### config.mk
export PLATFORM = sky130hd
export DESIGN_NAME = acew_queue
export DESIGN_NICKNAME = d
export VERILOG_FILES = /design/src/design/acew_pkg.sv /design/src/design/acew_queue.sv
export SDC_FILE = /design/constraint.sdc
export NUM_CORES = 1
export LEC_CHECK = 0
export ABC_AREA = 1
export BUFFER_PORTS_ARGS = -buffer_cell sky130_fd_sc_hd__buf_2
export CELL_PAD_IN_SITES_DETAIL_PLACEMENT = 0
export CELL_PAD_IN_SITES_GLOBAL_PLACEMENT = 2
export CORE_MARGIN = 5
export CORE_UTILIZATION = 42
export CTS_BUF_LIST = sky130_fd_sc_hd__clkbuf_8
export CTS_CLUSTER_DIAMETER = 100
export DETAILED_ROUTE_END_ITERATION = 10
export PLACE_DENSITY_LB_ADDON = 0.1
export SLEW_MARGIN = 30
export SYNTH_ARGS = -nofsm -noshare
export SYNTH_HDL_FRONTEND = slang
export SYNTH_SLANG_ARGS = --single-unit
### constraint.sdc
create_clock -name clk -period 10.25 [get_ports clk]
set_input_delay 1.5375 -clock clk [delete_from_list [all_inputs] [get_ports clk]]
set_output_delay 1.5375 -clock clk [all_outputs]
set_load 0.02 [all_outputs]
### src/design/acew_pkg.sv
// Shared widths, the queued triangle word and index helpers for the
// absolute cotangent edge weight core. No dependencies.
`timescale 1ns / 1ps

package acew_pkg;

	localparam int IDX_W       = 16;
	localparam int CRD_W       = 24;
	localparam int EDGE_W      = CRD_W + 1;
	localparam int PROD_W      = 2 * EDGE_W;
	localparam int MAG_W       = 50;
	localparam int S_W         = 2 * MAG_W;
	localparam int W_W         = 32;
	localparam int Q_W         = 2 * W_W;
	localparam int SR_W        = W_W + 4;
	localparam int QUEUE_DEPTH = 4;

	typedef logic [IDX_W-1:0] idx_t;
	typedef logic [MAG_W-1:0] mag_t;

	// one classified triangle: indices, cross magnitudes, dot magnitudes
	typedef struct packed {
		idx_t            idx_a;
		idx_t            idx_b;
		idx_t            idx_c;
		logic [2:0][MAG_W-1:0] cm;
		logic [2:0][MAG_W-1:0] dm;
	} tri_t;

	// vertex index of corner n
	function automatic idx_t corner_idx(tri_t t, logic [1:0] n);
		idx_t r;
		r = t.idx_c;
		unique case (n)
			2'd0:    r = t.idx_a;
			2'd1:    r = t.idx_b;
			default: r = t.idx_c;
		endcase
		return r;
	endfunction

	// corner that precedes corner n, (n + 2) mod 3
	function automatic logic [1:0] prev_corner(logic [1:0] n);
		logic [1:0] r;
		r = 2'd1;
		unique case (n)
			2'd0:    r = 2'd2;
			2'd1:    r = 2'd0;
			default: r = 2'd1;
		endcase
		return r;
	endfunction

endpackage

### src/design/acew_queue.sv
// Short queue of classified triangle words between front and back.
// Depends on acew_pkg.
`timescale 1ns / 1ps

module acew_queue #(
	parameter int DEPTH = acew_pkg::QUEUE_DEPTH
) (
	input  logic                         clk,
	input  logic                         arst_n,
	input  logic                         push,
	input  acew_pkg::tri_t               wdata,
	input  logic                         pop,
	output acew_pkg::tri_t               rdata,
	output logic [$clog2(DEPTH+1)-1:0]   count
);

	localparam int PTR_W = (DEPTH > 1) ? $clog2(DEPTH) : 1;
	localparam int CNT_W = $clog2(DEPTH + 1);

	acew_pkg::tri_t    mem_q [DEPTH];
	logic [PTR_W-1:0]  wr_ptr_q, rd_ptr_q;
	logic [CNT_W-1:0]  count_q;

	// advance pointers and occupancy
	always_ff @(posedge clk or negedge arst_n) begin
		if (!arst_n) begin
			wr_ptr_q <= '0;
			rd_ptr_q <= '0;
			count_q  <= '0;
		end else begin
			if (push) begin
				wr_ptr_q <= (wr_ptr_q == PTR_W'(DEPTH - 1)) ? '0 : wr_ptr_q + 1'b1;
			end
			if (pop) begin
				rd_ptr_q <= (rd_ptr_q == PTR_W'(DEPTH - 1)) ? '0 : rd_ptr_q + 1'b1;
			end
			if (push && !pop) begin
				count_q <= count_q + 1'b1;
			end else if (pop && !push) begin
				count_q <= count_q - 1'b1;
			end
		end
	end

	// hold words
	always_ff @(posedge clk) begin
		if (push) begin
			mem_q[wr_ptr_q] <= wdata;
		end
	end

	assign rdata = mem_q[rd_ptr_q];
	assign count = count_q;

endmodule

---- Yosys cells after proc, flatten, opt, wreduce, memory -nomap -nowiden ----
Memories as Yosys holds them, arrays and structs flattened.
Cells that the tools add are included.
word-level totals
  bits in registers ....................... 7
  bits in latches ......................... 0
  memory bits (writable) .................. 1392
  memory bits (read-only) ................. 0
  input bits .............................. 352
  output and inout port bits .............. 351
  word-level logic and storage cells ...... 21
  memories ................................ 1
cells by class
  add/subtract/negate cells ............... 4
  $mul .................................... 0
  div/mod/pow operators ................... 0
  $lt $le $gt $ge ......................... 0
  equality and inequality tests ........... 2
  shift-type cells ........................ 0
  multiplexer cells ....................... 6
  bitwise gates (word level) .............. 0
  reductions and logical operators ........ 5
memory list
  name   words  width  rd ports  clocked after memory_dff  wr ports  RTL line          text
  mem_q  4      348    1         0                         1         acew_queue.sv:20  acew_pkg::tri_t mem_q [DEPTH];
operators by type and width
  operator               number
  $mux W3                2
  $add A2 B1 Y2 const B  2
  $eq A2 B2 Y1 const B   2
  $mux W2                2
  $add A3 B1 Y3 const B  1
  $sub A3 B1 Y3 const B  1
  $logic_and A1 B1 Y1    2
  $logic_not A1 Y1       2
  $mux W1                2
  $reduce_bool A2 Y1     1

---- Longest topological paths before layout ----
  depth after elaboration ................. 4
  gate-level depth with buffers ........... 9
  mapped depth without buffers ............ 9

---- Worst setup path after synthesis ----
Ideal clock, no wire load.
  kind .................................... input -> register
  from .................................... in push
  to ...................................... mem mem_q[3][0] in the netlist's numbering (enable)
  library setup time ...................... 0.697 ns
  arrival ................................. 8.254 ns
  required time ........................... 9.553 ns
  path slack .............................. 1.298 ns
  stages on the path ...................... 2
  buffers on the path ..................... 0
  cells stage by stage .................... nand2_1 inv_1
between the ends
  cells in the longest elaborated chain, start to end .. 2
ends and longest elaborated chain
  element                        RTL line          text
  start, declared                acew_queue.sv:10  input logic push,
  $mux W1                        acew_queue.sv:47  if (push) begin
  $mux W1 (not written as such)  acew_queue.sv:48  mem_q[wr_ptr_q] <= wdata;
  end, declared                  acew_queue.sv:20
Every way passes these cells.

==> summary.txt <==
P&R area growth vs syn: 16.69%
Hold crit path type: primary input to async pin
Max-Cap Viols: 0
Synth area leader: edfxtp_1
Final Hold Fails: 0
Net Switching: 7048 µW
Cts repair resizes: 0
Pwr dens: 283.7 nW/µm²
Worst path max stage delay: 0.93 ns
CP required: 8.71 ns
Initial antenna violation count: 88
Cells after DPL: 6,354
Fin Clk Skew: 0.03178 ns
Wire per inst: 19.99 µm
Internal power: 11,180 µW
Hold Buf Count CTS: 0
Most used cell, CP: buf_4
Crit path max fanout: 65
Post-Route WL: 136.0 mm
Initial DRC Count: 1,660
Clk buf depth: 3
Peak VDD IR: 0.2060 mV
Max Clock Freq: 0.1584 GHz
Cell Area, Synth: 55,070 µm²
Vias in the first global route: 31,110
Critical path class: register to output port
Slew Viols, Final: 0
Site row count: 132
Leak: 0.02596 µW
CP Cell Sequence: buf_4 -> buf_4 -> buf_4 -> o211ai_1 -> nand2_1 -> buf_2
EDFF count, synth: 1,392
Postcts setup bufs: 0
Floorplan Core Area: 130,000 µm²
Register area share after synthesis: 76.22%
Die width: 372.1 µm
Full die area: 138,500 µm²
Outcome: complete, no violations
Final setup fails: 0
CP Data Arrival Time: 4.78 ns
Cells after Synth: 4,110
Synth top cells by count: edfxtp_1 (1,392), nand2_1 (1,059), inv_1 (707)
DP Worst Slack: 4.797 ns
Final period util: 61.60%
Gpl congestion: 0.7555
Initial Util: 42.37%
Layout cell share with drive strength beyond 1: 19.98%
Dpl hpwl: 82.34 mm
Sw frac: 38.66%
Worst setup EP type: output port
FFs w/ async S/R, synth: 0.5004%
Max transition margin: 31.34%
Iteration count of the initial detailed-routing pass: 5
DR vias: 32,520
Area contributors post-synth: edfxtp_1 (76%), o211ai_1 (9.5%), nand2_1 (7.2%)
Port bufs: 702
Die height: 372.1 µm
Setup WS post-layout: 3.936 ns
Clock slew at reported path FFs: 0.06 ns
R2R depth: 6
Final min period: 6.314 ns
Post-Syn Nets: 4,469
Drc violations: 0
ANT nets after route: 0
Worst slew pin tran: 1.030 ns
Top-count cell post-synth: edfxtp_1
Main synth FF type: edfxtp_1
Comb power frac: 35.1%
Clk Latency, worst-skew pair: 0.90 ns
Fin nets: 5,204
Fillers: 11,510
Finished Layout Cells: 6,805
Seq pwr share: 41.4%
Largest net degree at the start of global routing: 241
Yosys warns: 0
GRT Total Usage: 19.24%
Io pins: 703
Critical path's slowest cell: dfrtp_4
Synth Register Bits: 1,399
RSZ-0062 raised after global routing: false
Power share of the clock group: 23.5%
CTS root buf: clkbuf_8
Clock Sink Count: 1,399
Setup tns final: 0 ns
Post-synth cell types: 17
Total gr overflow: 0
Synth top area share: 75.90%
CTS Buf Count: 229
CTS tree: done
CP Launch Type: register
H-tree depth: 4
Post-Synthesis Mean Instance Area: 13.40 µm²
First-pass GRT wire length: 197.6 mm
Vias/cell: 4.779
-- per-layer routing --
layer	share of wire, %	vias up	track usage [%]
met4	3.3	42	7.246
li1	-	15990	-
met5	0.19	-	0
met1	40	15270	23.19
met3	8.9	318	7.311
met2	48	897	31.53
-- through the flow --
| step | area [µm²] | total power, µW | hold WS (ns) | utilization (%) |
|---|---|---|---|---|
| CTS | 64100 | 18580 | 0.3593 | 49.32 |
| global route | 64200 | 19360 | 0.3915 | 49.40 |
| floorplan | 55070 | 12050 | 0.5429 | - |
| global placement | 60070 | 14200 | 0.4882 | 46.21 |
| finish | 64260 | 18230 | 0.4969 | 49.44 |
| detailed placement | 60070 | 14220 | 0.4944 | 46.22 |
-- placed cells by master (no fill, tap or decap), drive strengths merged, types with 3 or more instances in the layout --
cell type	n
edfxtp	1392
nand2	1059
inv	801
buf	735
o211ai	696
clkbuf	232
clkinv	79
diode	39
dfrtp	7
ha	6
o21ai	4
clkinvlp	4
bufinv	3
-- power by group through the flow --
stage | Combinational (µW) | Clock, µW | Sequential [µW]
final | 6400 | 4290 | 7540
after global routing | 7020 | 4720 | 7620
after CTS | 6570 | 4460 | 7550
after detailed placement | 6550 | 0 | 7670
after global placement | 6550 | 0 | 7650
after floorplan | 4120 | 0 | 7930
-- registers in the layout, summed over array words and instances (netlist names) --
signal and flops:
rd_ptr_q 2, mem_q 1392, wr_ptr_q 2, count 3
-- kinds of logic (layout without fill, tap and decap cells) --
| kind of cell | count (synthesis) | count (layout) | synth area share, % |
|---|---|---|---|
| adder cells (fa/ha/maj) | 7 | 7 | 0.1727 |
| AO/OA/AOI/OAI | 700 | 700 | 9.524 |
| flip-flops | 1399 | 1399 | 76.22 |
| XOR/XNOR | 1 | 1 | 0.01591 |
| AND/OR/NAND/NOR | 1063 | 1063 | 7.252 |
| buffers and inverters | 940 | 1854 | 6.818 |
| other | 0 | 39 | 0 |
-- final cells by class --
cell class	instances	area (µm²)	share of cell area, %
multi-input combinational	1771	9343	14.54
clock buffer	232	3193	4.969
clock inverter	178	840.8	1.308
timing repair buffer	735	3925	6.108
tap	1742	2180	3.392
antenna	39	97.59	0.1519
inverter	709	2706	4.211
sequential	1399	41980	65.32
-- worst max-delay path, delay by kind of cell (launching register included) --
| kind | cells | cell delay, ns |
|---|---|---|
| flip-flops | 1 | 0.93 |
| AO/OA/AOI/OAI | 1 | 0.22 |
| AND/OR/NAND/NOR | 1 | 0.10 |
| buffers and inverters | 4 | 2.49 |
-- worst paths after layout --
check                       startpoint            end  slack [ns]
setup / recovery           rd_ptr_q[1]     rdata[200]        3.94
hold / removal                  arst_n       count[1]        0.50
setup reg to reg           wr_ptr_q[0]  mem_q[0][135]        6.79
hold reg to reg               count[2]       count[2]        0.51
max in group asynchronous       arst_n    rd_ptr_q[1]        9.56
min in group clk              count[2]       count[2]        0.51
No activity file was read; power rests on OpenSTA's default activity.
